==> src/design/bdef_pkg.sv <==
// ----------------------------------------------------------------------------
// bdef_pkg
// Shared types and constants of the binary diagonal edge filter.
// ----------------------------------------------------------------------------
`default_nettype none

package bdef_pkg;

   // Fixed field widths.
   localparam int ROW_W   = 12;
   localparam int WREG_W  = 8;
   localparam int HREG_W  = 12;
   localparam int CSR_W   = 12;
   localparam int CSR_IDX_W = 1;

   // Number of result slots one item can fill.
   localparam int NUM_SLOTS = 3;

   // Register indexes of the configuration port.
   localparam logic [CSR_IDX_W-1:0] CSR_IMAGE_WIDTH  = 1'b0;
   localparam logic [CSR_IDX_W-1:0] CSR_IMAGE_HEIGHT = 1'b1;

   // Register reset values.
   localparam logic [WREG_W-1:0] WIDTH_RESET  = 8'd128;
   localparam logic [HREG_W-1:0] HEIGHT_RESET = 12'd128;

   // Control handed from the pixel stage to the result emitter.
   typedef struct packed {
      logic                 valid;  // a result set is offered
      logic [NUM_SLOTS-1:0] mask;   // which of the three slots carry a result
      logic                 done;   // the set ends the image
   } emit_ctl_type;

endpackage

`default_nettype wire

==> src/design/binary_diagonal_edge_filter.sv <==
// ----------------------------------------------------------------------------
// binary_diagonal_edge_filter
// Raster-order binary image filter: an interior pixel whose four diagonal
// neighbors are all set is cleared, every other pixel passes unchanged.
// ----------------------------------------------------------------------------
//
//   Channel  Direction  Handshake              Payload
//   req_     in         req_valid/req_ready    req_pixel_in
//   rsp_     out        rsp_valid/rsp_ready    rsp_pixel_out, rsp_out_row,
//                                              rsp_out_col, rsp_last_of_run,
//                                              rsp_image_done
//   csr_     in         csr_we (no wait)       csr_index, csr_wdata
//
// An accepted item reads its column of the line memory at once and waits in
// the pixel stage; when it moves on, the window shifts, the column is written
// back and the item's results are handed to the emitter, which registers them.
// The emitter sends one result per cycle while rsp_ready is high, so an item
// with several results (at row ends and on the last row) holds the input
// until its last result leaves; items with at most one result flow at one
// per cycle while rsp_ready is high.
// Reset is synchronous and clears counters, window and handshake state; the
// line memory is not cleared, since an entry is always written before a result
// depends on it.
// A stall on rsp_ backs up through the pixel stage to req_ready.
// ----------------------------------------------------------------------------
`default_nettype none

module binary_diagonal_edge_filter #(
   parameter int MAX_WIDTH = 128
) (
   input  wire logic                                   clock,
   input  wire logic                                   reset,
   input  wire logic                                   req_valid,
   output      logic                                   req_ready,
   input  wire logic                                   req_pixel_in,
   output      logic                                   rsp_valid,
   input  wire logic                                   rsp_ready,
   output      logic                                   rsp_pixel_out,
   output      logic [bdef_pkg::ROW_W-1:0]             rsp_out_row,
   output      logic [$clog2(MAX_WIDTH)-1:0]           rsp_out_col,
   output      logic                                   rsp_last_of_run,
   output      logic                                   rsp_image_done,
   input  wire logic                                   csr_we,
   input  wire logic [bdef_pkg::CSR_IDX_W-1:0]         csr_index,
   input  wire logic [bdef_pkg::CSR_W-1:0]             csr_wdata
);

   localparam int CW    = $clog2(MAX_WIDTH);
   localparam int CMP_W = ($clog2(MAX_WIDTH + 1) > bdef_pkg::WREG_W) ?
                          $clog2(MAX_WIDTH + 1) : bdef_pkg::WREG_W;
   localparam int RW    = bdef_pkg::ROW_W;

   // Configuration registers.
   logic [bdef_pkg::WREG_W-1:0] width_ff;
   logic [bdef_pkg::HREG_W-1:0] height_ff;

   always_ff @(posedge clock) begin
      if (reset) begin
         width_ff  <= bdef_pkg::WIDTH_RESET;
         height_ff <= bdef_pkg::HEIGHT_RESET;
      end else if (csr_we) begin
         unique case (csr_index)
            bdef_pkg::CSR_IMAGE_WIDTH: begin
               width_ff <= csr_wdata[bdef_pkg::WREG_W-1:0];
            end
            bdef_pkg::CSR_IMAGE_HEIGHT: begin
               height_ff <= csr_wdata[bdef_pkg::HREG_W-1:0];
            end
            default: begin
            end
         endcase
      end
   end

   // Position of the next pixel and its place in the image.
   logic [RW-1:0]    row_ff, row_in;
   logic [CW-1:0]    col_ff, col_in;
   logic [CMP_W-1:0] width_ext;
   logic [CMP_W-1:0] width_eff;
   logic [CMP_W-1:0] last_col;
   logic [RW-1:0]    last_row_idx;
   logic             row_end;
   logic             last_row;
   logic             accept;

   assign width_ext    = CMP_W'(width_ff);
   assign width_eff    = (width_ff == '0) ? CMP_W'(1) :
                         ((width_ext > CMP_W'(MAX_WIDTH)) ? CMP_W'(MAX_WIDTH) : width_ext);
   assign last_col     = width_eff - CMP_W'(1);
   assign last_row_idx = (height_ff == '0) ? '0 : (height_ff - RW'(1));
   assign row_end      = (CMP_W'(col_ff) >= last_col);
   assign last_row     = (row_ff >= last_row_idx);
   assign accept       = req_valid && req_ready;

   always_comb begin
      row_in = row_ff;
      col_in = col_ff;
      if (accept) begin
         if (row_end) begin
            col_in = '0;
            row_in = last_row ? '0 : (row_ff + RW'(1));
         end else begin
            col_in = col_ff + CW'(1);
         end
      end
   end

   always_ff @(posedge clock) begin
      if (reset) begin
         row_ff <= '0;
         col_ff <= '0;
      end else begin
         row_ff <= row_in;
         col_ff <= col_in;
      end
   end

   // Pixel stage: the item waits here for its line memory read.
   logic                           s1_valid_ff;
   logic                           s1_pixel_ff;
   logic [RW-1:0]                  s1_row_ff;
   logic [CW-1:0]                  s1_col_ff;
   logic [bdef_pkg::NUM_SLOTS-1:0] s1_mask_ff;
   logic                           s1_interior_ff;
   logic                           s1_done_ff;
   logic                           s1_adv;
   logic                           load_ok;
   logic [bdef_pkg::NUM_SLOTS-1:0] mask_new;

   // Slot 0: filtered pixel up and left; slot 1: right border pixel one row
   // up; slot 2: the pixel itself on the last row.
   assign mask_new[0] = (row_ff != '0) && (col_ff != '0);
   assign mask_new[1] = (row_ff != '0) && row_end;
   assign mask_new[2] = last_row;

   assign s1_adv    = s1_valid_ff && ((s1_mask_ff == '0) || load_ok);
   assign req_ready = !s1_valid_ff || s1_adv;

   always_ff @(posedge clock) begin
      if (reset) begin
         s1_valid_ff <= 1'b0;
      end else if (accept) begin
         s1_valid_ff <= 1'b1;
      end else if (s1_adv) begin
         s1_valid_ff <= 1'b0;
      end
   end

   always_ff @(posedge clock) begin
      if (accept) begin
         s1_pixel_ff    <= req_pixel_in;
         s1_row_ff      <= row_ff;
         s1_col_ff      <= col_ff;
         s1_mask_ff     <= mask_new;
         s1_interior_ff <= (row_ff[RW-1:1] != '0) && (col_ff[CW-1:1] != '0);
         s1_done_ff     <= last_row && row_end;
      end
   end

   // Line memory: read at acceptance, written back when the item moves on.
   logic [1:0] old_bits;

   bdef_line_store #(
      .DEPTH (MAX_WIDTH),
      .AW    (CW)
   ) u_line_store (
      .clock   (clock),
      .rd_en   (accept),
      .rd_addr (col_ff),
      .rd_data (old_bits),
      .wr_en   (s1_adv),
      .wr_addr (s1_col_ff),
      .wr_data ({old_bits[0], s1_pixel_ff})
   );

   logic center_pix;
   logic right_pix;

   bdef_window u_window (
      .clock      (clock),
      .reset      (reset),
      .advance    (s1_adv),
      .old_bits   (old_bits),
      .pixel      (s1_pixel_ff),
      .interior   (s1_interior_ff),
      .center_out (center_pix),
      .right_out  (right_pix)
   );

   // Result set of the item in the pixel stage.
   bdef_pkg::emit_ctl_type                  load_ctl;
   logic [bdef_pkg::NUM_SLOTS-1:0]          load_pixel;
   logic [bdef_pkg::NUM_SLOTS-1:0][RW-1:0]  load_row;
   logic [bdef_pkg::NUM_SLOTS-1:0][CW-1:0]  load_col;

   assign load_ctl.valid = s1_valid_ff && (s1_mask_ff != '0);
   assign load_ctl.mask  = s1_mask_ff;
   assign load_ctl.done  = s1_done_ff;

   assign load_pixel = {s1_pixel_ff, right_pix, center_pix};
   assign load_row   = {s1_row_ff, s1_row_ff - RW'(1), s1_row_ff - RW'(1)};
   assign load_col   = {s1_col_ff, s1_col_ff, s1_col_ff - CW'(1)};

   bdef_emit #(
      .COL_W (CW)
   ) u_emit (
      .clock           (clock),
      .reset           (reset),
      .load_ctl        (load_ctl),
      .load_pixel      (load_pixel),
      .load_row        (load_row),
      .load_col        (load_col),
      .load_ok         (load_ok),
      .rsp_valid       (rsp_valid),
      .rsp_ready       (rsp_ready),
      .rsp_pixel_out   (rsp_pixel_out),
      .rsp_out_row     (rsp_out_row),
      .rsp_out_col     (rsp_out_col),
      .rsp_last_of_run (rsp_last_of_run),
      .rsp_image_done  (rsp_image_done)
   );

   a_accept_fills : assert property (@(posedge clock) disable iff (reset)
      accept |=> s1_valid_ff)
      else $error("accepted item did not reach the pixel stage");

   a_done_is_last : assert property (@(posedge clock) disable iff (reset)
      rsp_valid && rsp_image_done |-> rsp_last_of_run)
      else $error("image end flagged on a result that is not last of its item");

   a_col_in_range : assert property (@(posedge clock) disable iff (reset)
      CMP_W'(col_ff) < CMP_W'(MAX_WIDTH))
      else $error("column counter beyond the line memory");

   a_stall_holds : assert property (@(posedge clock) disable iff (reset)
      s1_valid_ff && !s1_adv |=> s1_valid_ff && $stable(s1_col_ff))
      else $error("stalled pixel stage lost its item");

endmodule

`default_nettype wire

==> src/design/bdef_line_store.sv <==
// ----------------------------------------------------------------------------
// bdef_line_store
// Line memory holding the two previous rows per column, registered read,
// write-first on a same-address read and write.
// ----------------------------------------------------------------------------
`default_nettype none

module bdef_line_store #(
   parameter int DEPTH = 128,
   parameter int AW    = 7
) (
   input  wire logic          clock,
   input  wire logic          rd_en,
   input  wire logic [AW-1:0] rd_addr,
   output      logic [1:0]    rd_data,
   input  wire logic          wr_en,
   input  wire logic [AW-1:0] wr_addr,
   input  wire logic [1:0]    wr_data
);

   logic [1:0] mem [DEPTH];
   logic [1:0] rd_data_ff;

   always_ff @(posedge clock) begin
      if (wr_en) begin
         mem[wr_addr] <= wr_data;
      end
      if (rd_en) begin
         // A write to the same entry in this cycle is passed straight on.
         if (wr_en && (wr_addr == rd_addr)) begin
            rd_data_ff <= wr_data;
         end else begin
            rd_data_ff <= mem[rd_addr];
         end
      end
   end

   assign rd_data = rd_data_ff;

endmodule

`default_nettype wire

==> src/design/bdef_window.sv <==
// ----------------------------------------------------------------------------
// bdef_window
// 3x3 pixel window and the diagonal filter decision.
// ----------------------------------------------------------------------------
`default_nettype none

module bdef_window (
   input  wire logic       clock,
   input  wire logic       reset,
   input  wire logic       advance,
   input  wire logic [1:0] old_bits,   // bit 0 one row up, bit 1 two rows up
   input  wire logic       pixel,
   input  wire logic       interior,
   output      logic       center_out,
   output      logic       right_out
);

   logic [8:0] window_ff;
   logic [8:0] window_in;
   logic [2:0] new_col;

   // Each column slot holds two rows up, one row up and the current row.
   assign new_col   = {pixel, old_bits[0], old_bits[1]};
   assign window_in = {new_col, window_ff[8:3]};

   always_ff @(posedge clock) begin
      if (reset) begin
         window_ff <= '0;
      end else if (advance) begin
         window_ff <= window_in;
      end
   end

   // The center clears when it is interior and all four diagonal neighbors are set.
   assign center_out = window_in[4] &
                       ~(interior & window_in[0] & window_in[2] &
                         window_in[6] & window_in[8]);
   assign right_out  = window_in[7];

endmodule

`default_nettype wire

==> src/design/bdef_emit.sv <==
// ----------------------------------------------------------------------------
// bdef_emit
// Result emitter: holds the up to three results of one item and sends them
// out one per cycle while rsp_ready is high, in slot order.
// ----------------------------------------------------------------------------
`default_nettype none

module bdef_emit #(
   parameter int COL_W = 7
) (
   input  wire logic                                           clock,
   input  wire logic                                           reset,
   input  wire bdef_pkg::emit_ctl_type                         load_ctl,
   input  wire logic [bdef_pkg::NUM_SLOTS-1:0]                 load_pixel,
   input  wire logic [bdef_pkg::NUM_SLOTS-1:0][bdef_pkg::ROW_W-1:0] load_row,
   input  wire logic [bdef_pkg::NUM_SLOTS-1:0][COL_W-1:0]      load_col,
   output      logic                                           load_ok,
   output      logic                                           rsp_valid,
   input  wire logic                                           rsp_ready,
   output      logic                                           rsp_pixel_out,
   output      logic [bdef_pkg::ROW_W-1:0]                     rsp_out_row,
   output      logic [COL_W-1:0]                               rsp_out_col,
   output      logic                                           rsp_last_of_run,
   output      logic                                           rsp_image_done
);

   logic [bdef_pkg::NUM_SLOTS-1:0]                 mask_ff;
   logic [bdef_pkg::NUM_SLOTS-1:0]                 mask_in;
   logic                                           done_ff;
   logic [bdef_pkg::NUM_SLOTS-1:0]                 pixel_ff;
   logic [bdef_pkg::NUM_SLOTS-1:0][bdef_pkg::ROW_W-1:0] row_ff;
   logic [bdef_pkg::NUM_SLOTS-1:0][COL_W-1:0]      col_ff;
   logic [1:0]                                     sel;
   logic [bdef_pkg::NUM_SLOTS-1:0]                 sel_bit;
   logic                                           single;
   logic                                           fire;
   logic                                           load;

   always_comb begin
      if (mask_ff[0]) begin
         sel = 2'd0;
      end else if (mask_ff[1]) begin
         sel = 2'd1;
      end else begin
         sel = 2'd2;
      end
   end

   assign sel_bit = bdef_pkg::NUM_SLOTS'(1) << sel;
   assign single  = (mask_ff != '0) &&
                    ((mask_ff & (mask_ff - bdef_pkg::NUM_SLOTS'(1))) == '0);
   assign fire    = rsp_valid && rsp_ready;
   assign load_ok = (mask_ff == '0) || (single && rsp_ready);
   assign load    = load_ctl.valid && load_ok;

   always_comb begin
      mask_in = mask_ff;
      if (load) begin
         mask_in = load_ctl.mask;
      end else if (fire) begin
         mask_in = mask_ff & ~sel_bit;
      end
   end

   always_ff @(posedge clock) begin
      if (reset) begin
         mask_ff <= '0;
      end else begin
         mask_ff <= mask_in;
      end
   end

   always_ff @(posedge clock) begin
      if (load) begin
         done_ff  <= load_ctl.done;
         pixel_ff <= load_pixel;
         row_ff   <= load_row;
         col_ff   <= load_col;
      end
   end

   assign rsp_valid       = (mask_ff != '0);
   assign rsp_pixel_out   = pixel_ff[sel];
   assign rsp_out_row     = row_ff[sel];
   assign rsp_out_col     = col_ff[sel];
   assign rsp_last_of_run = single;
   assign rsp_image_done  = single && done_ff;

   a_load_shows : assert property (@(posedge clock) disable iff (reset)
      load && (load_ctl.mask != '0) |=> rsp_valid)
      else $error("loaded result set not presented");

   a_no_overwrite : assert property (@(posedge clock) disable iff (reset)
      load |-> (mask_ff == '0) || (single && fire))
      else $error("result set loaded over pending results");

endmodule

`default_nettype wire
==> config.mk <==
export PLATFORM = sky130hd
export DESIGN_NAME = binary_diagonal_edge_filter
export DESIGN_NICKNAME = d
export VERILOG_FILES = /design/src/design/bdef_pkg.sv /design/src/design/binary_diagonal_edge_filter.sv /design/src/design/bdef_line_store.sv /design/src/design/bdef_window.sv /design/src/design/bdef_emit.sv
export SDC_FILE = /design/constraint.sdc
export NUM_CORES = 1
export LEC_CHECK = 0
export ABC_AREA = 0
export BUFFER_PORTS_ARGS = -buffer_cell sky130_fd_sc_hd__buf_4
export CAP_MARGIN = 20
export CORE_UTILIZATION = 49
export CTS_BUF_LIST = sky130_fd_sc_hd__clkbuf_2
export CTS_CLUSTER_DIAMETER = 80
export CTS_CLUSTER_SIZE = 28
export DETAILED_ROUTE_END_ITERATION = 8
export PLACE_DENSITY = 0.78
export SYNTH_ARGS = -nofsm -noshare
export SYNTH_HDL_FRONTEND = slang
export SYNTH_SLANG_ARGS = --single-unit
==> constraint.sdc <==
create_clock -name clock -period 3 [get_ports clock]
set_input_delay 0.45 -clock clock [delete_from_list [all_inputs] [get_ports clock]]
set_output_delay 0.45 -clock clock [all_outputs]
set_load 0.01 [all_outputs]
==> impl_metrics.py, run 1 <==
metrics = {
    "critical_path": {
        "path_common_cell": "ha_2",
        "cp-end-kind": "flip-flop",
        "slowest_delay_ps": 560,
        "worstRegToRegCells": 14,
        "crit_slowest_cell": "or4_4",
        "crit_path_cell_trace": "or3_4, nor4_4, o21ai_2, ha_2, inv_2, or3_1, a31oi_1, ha_2, o21a_1, o21ai_1, nand2b_1, nand4_4, or4_4, a21oi_2",
        "path_buf_inv": 1,
        "crit_family": "simple AND/OR/NAND/NOR gates",
        "worstReg2RegStart": "width_ext[2]",
        "r2r_slack_ps": -140,
        "worstSetupStartpointType": "flip-flop",
        "required_ps": 3920,
        "rr_endpoint": "row_ff[10]",
        "cp_max_fo": 5,
        "arrival_ps": 4060,
        "crit_type": "reg -> reg",
    },
    "sta": {
        "rsz0062_at_grt": "true",
        "min_period_over_period": 1.05,
        "finalClockSkew_ps": 140,
        "hold_viol_final": 0,
        "tightest_slew_ps": 924,
        "slew_viol_final": 0,
        "finalCriticalPeriod_ps": 3140,
        "setup_viol": 9,
        "fin_ws_ps": -144,
        "tns_ps": -750,
        "slew_headroom": 0.384,
        "fmax_ghz": 0.318,
    },
    "hold_path": {
        "hold_depth": 2,
        "hp-class": "in -> reg",
        "hp-start": "req_pixel_in",
        "whs_endpoint": "s1_pixel_ff",
    },
    "routing": {
        "drt-vias-per-instance": 5.87,
        "firstDrtPassIters": 5,
        "wl_per_cell_um": 20.5,
        "detail-route-antenna-nets": 0,
        "drc_errors": 0,
        "drt_iter0_markers": 1143,
        "routed_wl_um": 34900,
        "vias": 10000,
    },
    "cts": {
        "cts_tree": "yes",
        "cts_made_buffers": 18,
        "clock-sinks": 373,
        "clockBufferDepth": 3,
        "cts-root-buf": "clkbuf_2",
        "htree_levels": 1,
        "clkLatencyLatePin_ps": 1010,
        "clk_pin_slew_worst_paths_ps": 500,
    },
    "pwr": {
        "p_seq_frac": 0.674,
        "p_sw_uw": 2100,
        "cellPowerDensity_nw_per_um2": 471,
        "peakVddDrop_uv": 237,
        "clockPowerShare": 0.215,
        "p_int_uw": 6580,
        "switching_share": 0.242,
        "p_comb_frac": 0.112,
        "leakage_uw": 0.00604,
    },
    "die": {
        "start_util": 0.498,
        "core_area_um2": 32500,
        "rows": 66,
        "dieHeight_um": 184,
        "die_x_um": 184,
        "ios": 43,
        "die_area_um2": 33800,
    },
    "logic_synthesis": {
        "postSynthAreaPerCell_um2": 14.4,
        "synth_top_area_cell": "edfxtp_1",
        "ys_seq_area_frac": 0.661,
        "ys_ff_latch": 373,
        "synthCells": 1126,
        "synthFlopType": "edfxtp_1",
        "syn-num-nets": 1173,
        "synth_top_area_share": 0.602,
        "ys_top_cells_by_area": "edfxtp_1, mux4_2, dfxtp_1",
        "syn-cell-area_um2": 16200,
        "async_reset_ff_frac": 0,
        "yosysWarnings": 0,
        "synth_edf_count": 325,
        "synth.distinct_cells": 59,
    },
    "outcome": {
        "status": "finished with violations",
        "failed_checks": "setup timing",
    },
    "job": {
        "drv_cap": 0,
    },
    "grt": {
        "antenna_found_initial": 2,
        "grt_pass1_vias": 9938,
        "grt_first_pass_wirelength_um": 54200,
        "grtUsageTotal": 0.207,
        "grt-ovfl-total": 0,
        "grt_max_degree": 133,
    },
    "placement": {
        "place_ws_ps": -127,
        "port_buffers": 42,
        "gp_congestion": 0.851,
        "hpwl_um": 21300,
    },
    "cells_and_area": {
        "multi_input_area_um2": 5400,
        "seq_area_um2": 10700,
        "drive_above_1_share": 0.238,
        "fillers": 2482,
        "area_growth_pct": 13.5,
        "final_nets": 1295,
    },
}
[worst max-delay path by stage]
stage | slack [ps] | startpoint | end | depth (start not counted)
after floorplan | -20 | height_ff[2] | row_ff[11] | 12
after global placement | -50 | height_ff[2] | row_ff[5] | 13
after detailed placement | -130 | width_ext[2] | row_ff[6] | 15
after CTS | -120 | width_ext[2] | row_ff[10] | 14
after global routing | -260 | width_ext[2] | row_ff[10] | 14
final | -140 | width_ext[2] | row_ff[10] | 14
[Yosys cell counts (all sizes together) (5+ instances only)]
master	instances
a21oi	35
a31oi	7
and2	6
buf	25
clkbuf	32
dfxtp	48
edfxtp	325
ha	28
inv	27
mux2	26
mux2i	24
mux4	67
nand2	101
nand2b	5
nand3	28
nand4	14
nor2	166
nor2b	9
nor3	20
nor4	11
o21ai	18
or3	12
or4	5
xnor2	15
xor2	26
[stage by stage]
stage / util / instance area, um^2 / hold WS, ps / total power, uW / instances
2_1_floorplan: - / 16200 / 400 / 6500 / 1126
3_3_place_gp: 0.533 / 17300 / 410 / 6760 / 1611
3_5_place_dp: 0.533 / 17300 / 407 / 6790 / 1611
4_1_cts: 0.558 / 18200 / 121 / 8660 / 1697
5_1_grt: 0.566 / 18400 / 66.3 / 9000 / 1704
6_report: 0.566 / 18400 / 178 / 8670 / 1704
[placed cells by master (no fill, tap or decap), types with 3 or more instances in the layout]
cell           count
xor2_1            26
dfxtp_4            3
or4_1              3
mux4_2            67
buf_4            103
nor2b_1            8
mux2i_1           24
nand3_2            3
o21ai_1            4
or3_1              8
nand3_1           25
mux2_2            26
xnor2_1           15
o21a_1             4
o21ai_2            3
nor4_1             8
inv_1             24
or3_4              4
a221oi_1           3
nand2_1           99
a21oi_2            9
buf_12             6
buf_6              5
and2_1             5
dfxtp_1           41
nand4_1           13
ha_1              23
dfxtp_2            4
ha_4               3
a31oi_1            7
nor3_1            18
inv_2              3
nor2_1           165
o21ai_0           11
edfxtp_1         325
clkbuf_2          27
nand2b_1           4
dlygate4sd3_1     44
a21oi_1           26
nand3b_1           3
[repair_timing]
item,4_1_cts,5_1_grt
setup endpoints to repair,17,36
hold endpoints to repair,49,0
pin swaps,22,26
cloned,1,0
hold buffers,44,0
buffers inserted,9,5
resized for setup,21,47
[state kept, by name, indices dropped and copies added (netlist names)]
signal	count
u_line_store.mem	256
u_emit.row_ff	24
u_emit.col_ff	14
height_ff	12
row_ff	12
s1_row_ff	12
width_ext	8
col_ff	7
s1_col_ff	7
u_window.window_ff	5
s1_mask_ff	3
u_emit.mask_ff	3
u_emit.pixel_ff	3
u_line_store.rd_data	2
s1_done_ff	1
s1_interior_ff	1
s1_pixel_ff	1
s1_valid_ff	1
u_emit.done_ff	1
[logic make-up after synthesis]
family / Yosys count / share of synthesized area
AO/OA/AOI/OAI: 92 / 0.0373
XOR/XNOR: 41 / 0.0221
adder cells (fa/ha/maj): 29 / 0.0223
buffers and inverters: 84 / 0.0233
flip-flops: 373 / 0.661
multiplexers: 117 / 0.126
AND/OR/NAND/NOR: 390 / 0.108
[power groups by stage]
stage / combinational, uW / clock [uW] / sequential, uW
after floorplan: 567 / 0 / 5930
after global routing: 1040 / 2100 / 5860
after global placement: 832 / 0 / 5930
final: 967 / 1860 / 5840
after detailed placement: 853 / 0 / 5940
after CTS: 910 / 1910 / 5840
[worst reg2reg max path: stages (launching register included)]
cell and delay, ps:
dfxtp_2 420, or3_4 410, nor4_4 190, o21ai_2 100, ha_2 200, inv_2 70
or3_1 100, a31oi_1 80, ha_2 330, o21a_1 110, o21ai_1 70, nand2b_1 170
nand4_4 180, or4_4 560, a21oi_2 120
[area by class of cell]
class,count,share of cell area
antenna,2,0.000272
clock buffer,27,0.00734
clock inverter,5,0.00455
inverter,27,0.00551
multi-input combinational,670,0.293
sequential,373,0.583
tap,442,0.0300
timing repair buffer,158,0.0755
[routing by layer]
layer  vias up  wire length, um  track usage
met5         -                0            0
met1      4998            14100        0.279
met3        86             2600       0.0313
met4         0              996       0.0667
met2       446            17300        0.345
li1       4479                -            -
(Power assumes the default switching activity.)
==> run 2, diff against run 1 <==
--- a/config.mk
+++ b/config.mk
@@ -6,7 +6,7 @@
 export NUM_CORES = 1
 export LEC_CHECK = 0
 export ABC_AREA = 0
-export BUFFER_PORTS_ARGS = -buffer_cell sky130_fd_sc_hd__buf_4
+export BUFFER_PORTS_ARGS = -buffer_cell sky130_fd_sc_hd__buf_2
 export CAP_MARGIN = 20
 export CORE_UTILIZATION = 49
 export CTS_BUF_LIST = sky130_fd_sc_hd__clkbuf_2
==> impl_metrics.py, run 2 (same netlist as run 1, synthesis figures left out) <==
metrics = {
    "routing": {
        "wl_per_cell_um": 19.3,
        "vias": 9734,
        "routed_wl_um": 32600,
        "firstDrtPassIters": 6,
        "drc_errors": 0,
        "drt_iter0_markers": 821,
        "drt-vias-per-instance": 5.77,
        "detail-route-antenna-nets": 0,
    },
    "cells_and_area": {
        "drive_above_1_share": 0.218,
        "biggestRegsByFlops": "u_line_store.mem x256, u_emit.row_ff x24, u_emit.col_ff x14",
        "area_growth_pct": 10.8,
        "regMostFlops": "u_line_store.mem",
        "final_cell_mix": "edfxtp_1, nor2_1, nand2_1",
        "final_nets": 1279,
        "largest_register_ffs": 256,
        "final_common_cell": "edfxtp_1",
        "finalInstanceArea_um2": 18000,
    },
    "sta": {
        "hold_ws_ps": 290,
        "tightest_slew_ps": 789,
        "finalCriticalPeriod_ps": 3040,
        "slew_headroom": 0.474,
        "finalClockSkew_ps": 88.5,
        "hold_viol_final": 0,
        "setup_viol": 1,
        "min_period_over_period": 1.01,
        "fmax_ghz": 0.329,
        "rsz0062_at_grt": "true",
        "fin_ws_ps": -40.9,
        "slew_viol_final": 0,
        "tns_ps": -40.9,
    },
    "hold_path": {
        "hp-class": "in -> reg",
    },
    "placement": {
        "hpwl_um": 21500,
        "port_buffers": 42,
        "place_ws_ps": -149,
        "gp_congestion": 0.870,
        "place_area_um2": 17200,
    },
    "die": {
        "die_x_um": 184,
        "ios": 43,
        "core_area_um2": 32500,
        "die_area_um2": 33800,
        "dieHeight_um": 184,
        "rows": 66,
        "start_util": 0.498,
    },
    "job": {
        "drv_cap": 0,
    },
    "grt": {
        "grt_max_degree": 74,
        "antenna_found_initial": 2,
        "grt_first_pass_wirelength_um": 51100,
        "grt_pass1_vias": 9655,
        "grtUsageTotal": 0.195,
        "grt-ovfl-total": 0,
    },
    "critical_path": {
        "cp_max_fo": 7,
        "slowest_delay_ps": 560,
        "cp-end-kind": "flip-flop",
        "crit_slowest_cell": "or4_1",
        "required_ps": 3830,
        "path_common_cell": "o21ai_2",
        "arrival_ps": 3870,
        "worstSetupStartpointType": "flip-flop",
        "crit_path_cell_trace": "or3_4, nor4_4, o21ai_2, ha_2, inv_2, or3_1, a31oi_1, ha_1, o21a_1, o21ai_2, nand2b_1, nand4_4, or4_1, a21oi_1",
        "crit_type": "reg -> reg",
    },
    "outcome": {
        "failed_checks": "setup timing",
        "status": "finished with violations",
    },
    "pwr": {
        "switching_share": 0.234,
        "cellPowerDensity_nw_per_um2": 466,
        "p_int_uw": 6410,
        "p_seq_frac": 0.697,
        "p_comb_frac": 0.107,
        "leakage_uw": 0.00591,
        "clockPowerShare": 0.196,
        "power_uw": 8380,
        "peakVddDrop_uv": 253,
        "p_sw_uw": 1960,
    },
    "cts": {
        "clockBufferDepth": 3,
        "cts_tree": "yes",
        "clock-sinks": 373,
        "cts_made_buffers": 17,
        "clk_pin_slew_worst_paths_ps": 440,
        "htree_levels": 1,
        "clkLatencyLatePin_ps": 940,
        "cts-root-buf": "clkbuf_2",
    },
}
[run 2: cell count changes in the layout (fill, tap and decap cells not counted), moves of 3 or more]
cell | previous run | this run
buf_4 | 103 | 57
buf_2 | 0 | 42
dlygate4sd3_1 | 44 | 30
a21oi_1 | 26 | 32
a21oi_2 | 9 | 3
buf_6 | 5 | 8
ha_1 | 23 | 26
ha_4 | 3 | 0
or3_1 | 8 | 11
or3_4 | 4 | 1
[run 2: worst paths after layout]
path	start	end	slack [ps]	cells after the start
worst min-delay path	csr_wdata[8]	height_ff[8]	290	4
worst max-delay path	width_ext[2]	row_ff[10]	-40	14
worst max register to register	width_ext[2]	row_ff[10]	-40	14
worst min register to register	u_window.window_ff[6]	u_window.window_ff[3]	520	2
[run 2: critical path, delay by kind of cell, from the launching register on]
kind	cells	cell delay, ps
simple gates	6	1560
compound gates	5	490
fa+ha+maj	2	480
flops	1	420
buf+inv	1	60
[run 2: area by class of cell]
cell class	instances	area [um^2]
diodes	2	5.00
clock buffers	27	135
clock inverters	2	25.0
fillers	2552	14600
inverters	27	101
multi-input cells	670	5270
flip-flops and latches	373	10700
well taps	442	553
repair buffers	143	1150
[run 2: timing repair]
action                                 in CTS  in global routing
buffers inserted                            8                  3
cloned                                      1                  0
hold buffers                               30                  0
pin swaps                                  21                  8
gates resized for setup                    17                 25
setup endpoints to repair                  14                 25
endpoints found under the hold margin      34                  0
[run 2: through the flow]
stage                      util  instances
after CTS                 0.548       1681
final                     0.552       1686
after global routing      0.552       1686
after global placement    0.530       1613
after floorplan               -       1126
after detailed placement  0.530       1613
[run 2: power by group through the flow]
stage	clock (uW)	sequential (uW)	combinational, uW
2_1_floorplan	0	5930	567
3_3_place_gp	0	5930	805
3_5_place_dp	0	5940	827
4_1_cts	1700	5840	872
5_1_grt	1850	5850	976
6_report	1640	5840	895
[run 2: routing by layer]
| layer | vias up | global-route usage | share of wire |
|---|---|---|---|
| li1 | 4454 | - | - |
| met4 | 0 | 0.0570 | 0.023 |
| met2 | 384 | 0.333 | 0.49 |
| met1 | 4828 | 0.260 | 0.42 |
| met3 | 68 | 0.0248 | 0.065 |
| met5 | - | 0 | 0 |
==> run 3, diff against run 2 <==
--- a/config.mk
+++ b/config.mk
@@ -13,6 +13,7 @@
 export CTS_CLUSTER_DIAMETER = 80
 export CTS_CLUSTER_SIZE = 28
 export DETAILED_ROUTE_END_ITERATION = 8
+export GPL_TIMING_DRIVEN = 0
 export PLACE_DENSITY = 0.78
 export SYNTH_ARGS = -nofsm -noshare
 export SYNTH_HDL_FRONTEND = slang
==> impl_metrics.py, run 3 (same netlist as run 1, synthesis figures left out) <==
metrics = {
    "sta": {
        "slew_viol_final": 0,
        "setup_viol": 15,
        "hold_viol_final": 0,
        "rsz0062_at_grt": "true",
        "fin_ws_ps": -251,
        "finalCriticalPeriod_ps": 3250,
        "min_period_over_period": 1.08,
        "finalClockSkew_ps": 53.3,
        "slew_headroom": 0.310,
        "fmax_ghz": 0.308,
        "hold_ws_ps": 194,
        "tightest_slew_ps": 1040,
    },
    "critical_path": {
        "crit_family": "simple AND/OR/NAND/NOR gates",
        "slowest_delay_ps": 430,
        "arrival_ps": 4180,
        "required_ps": 3930,
        "path_buf_inv": 3,
        "r2r_slack_ps": -250,
        "worstRegToRegCells": 16,
        "rr_endpoint": "row_ff[6]",
        "crit_type": "reg -> reg",
        "cp_max_fo": 6,
        "cp-end-kind": "flip-flop",
        "crit_slowest_cell": "dfxtp_2",
        "worstReg2RegStart": "width_ext[3]",
        "crit_start": "width_ext[3]",
        "worstSetupStartpointType": "flip-flop",
        "crit_path_cell_trace": "or3_4, nor4_4, o21ai_2, ha_2, inv_2, or3_4, a31oi_4, ha_1, o21a_1, o21ai_1, nand2b_1, nand4_4, buf_6, buf_6, or3_1, a21oi_1",
    },
    "die": {
        "die_area_um2": 33800,
        "die_x_um": 184,
        "dieHeight_um": 184,
        "ios": 43,
        "rows": 66,
        "start_util": 0.498,
        "core_area_um2": 32500,
    },
    "routing": {
        "wl_per_cell_um": 21.1,
        "vias": 9939,
        "firstDrtPassIters": 5,
        "routed_wl_um": 35700,
        "drc_errors": 0,
        "drt-vias-per-instance": 5.87,
        "drt_iter0_markers": 1062,
        "detail-route-antenna-nets": 0,
    },
    "pwr": {
        "peakVddDrop_uv": 259,
        "leakage_uw": 0.00590,
        "cellPowerDensity_nw_per_um2": 471,
    },
    "cts": {
        "clk_pin_slew_worst_paths_ps": 460,
        "clockBufferDepth": 3,
        "cts_tree": "yes",
        "cts_made_buffers": 17,
        "clkLatencyLatePin_ps": 980,
        "clock-sinks": 373,
        "cts-root-buf": "clkbuf_2",
        "htree_levels": 1,
    },
    "grt": {
        "grt_first_pass_wirelength_um": 54700,
        "grtUsageTotal": 0.214,
        "grt-ovfl-total": 0,
        "antenna_found_initial": 2,
        "grt_pass1_vias": 9937,
        "grt_max_degree": 43,
    },
    "outcome": {
        "failed_checks": "setup timing",
        "status": "finished with violations",
    },
    "hold_path": {
        "hold_depth": 2,
        "hp-class": "in -> reg",
        "whs_endpoint": "s1_pixel_ff",
        "hp-start": "req_pixel_in",
    },
    "cells_and_area": {
        "drive_above_1_share": 0.207,
        "final_nets": 1291,
        "final_common_cell": "edfxtp_1",
        "regMostFlops": "u_line_store.mem",
        "biggestRegsByFlops": "u_line_store.mem x256, u_emit.row_ff x24, u_emit.col_ff x14",
        "final_cell_count_no_fill": 1693,
        "area_growth_pct": 11.5,
        "final_cell_mix": "edfxtp_1, nor2_1, nand2_1",
        "largest_register_ffs": 256,
        "fin_util": 0.556,
    },
    "placement": {
        "port_buffers": 41,
        "dp.cells": 1618,
        "hpwl_um": 24200,
        "gp_congestion": 0.930,
    },
    "job": {
        "drv_cap": 0,
    },
}
run 3: worst reg2reg max path, cell delays in order, from the launching register on:
cell,delay (ps)
dfxtp_2,430
or3_4,410
nor4_4,250
o21ai_2,90
ha_2,210
inv_2,80
or3_4,130
a31oi_4,80
ha_1,300
o21a_1,120
o21ai_1,70
nand2b_1,150
nand4_4,140
buf_6,170
buf_6,120
or3_1,350
a21oi_1,140
run 3: area by class of cell:
class,count,area [um^2]
well taps,442,553
inverters,27,101
fillers,2543,14400
plain buffers,54,295
multi-input cells,669,5330
clock inverters,4,52.6
clock buffers,20,100
diodes,2,5.00
repair buffers,102,920
flip-flops and latches,373,10700
run 3: power breakdown:
| group | leakage, uW | switching [uW] | internal (uW) |
|---|---|---|---|
| sequential | 0.00336 | 67.8 | 5750 |
| combinational | 0.00243 | 547 | 443 |
| clock | 0.000108 | 1440 | 278 |
| total | 0.00590 | 2060 | 6470 |
run 3: through the flow:
stage | setup TNS, ps | total power (uW) | worst slack, ps | instance area [um^2]
final | -1970 | 8530 | -251 | 18100
after global routing | -5090 | 8810 | -410 | 18100
after CTS | -331 | 8520 | -131 | 17900
after detailed placement | -8850 | 6810 | -626 | 17200
after global placement | -171380 | 6740 | -701 | 17000
after floorplan | -15.7 | 6500 | -15.7 | 16200
run 3: repair_timing:
action | CTS | global route
hold endpoints to repair | 43 | 0
buffers inserted | 16 | 7
resized for setup | 43 | 29
pin swaps | 15 | 18
setup endpoints to repair | 32 | 43
hold buffers | 28 | 0
gates cloned | 0 | 0
run 3: worst max-delay path by stage:
| stage | to | slack, ps | cells after the start |
|---|---|---|---|
| finish | row_ff[6] | -250 | 16 |
| floorplan | row_ff[11] | -20 | 12 |
| detailed placement | row_ff[11] | -630 | 12 |
| global placement | u_emit.pixel_ff[0] | -700 | 2 |
| global route | row_ff[6] | -410 | 16 |
| CTS | row_ff[10] | -130 | 15 |
run 3: routing by layer:
| metal | vias to the layer above | track usage | routed length [um] |
|---|---|---|---|
| met5 | - | 0 | 13 |
| met4 | 2 | 0.0660 | 957 |
| met3 | 76 | 0.0380 | 2840 |
| met2 | 450 | 0.352 | 17400 |
| met1 | 4945 | 0.290 | 14500 |
| li1 | 4466 | - | - |
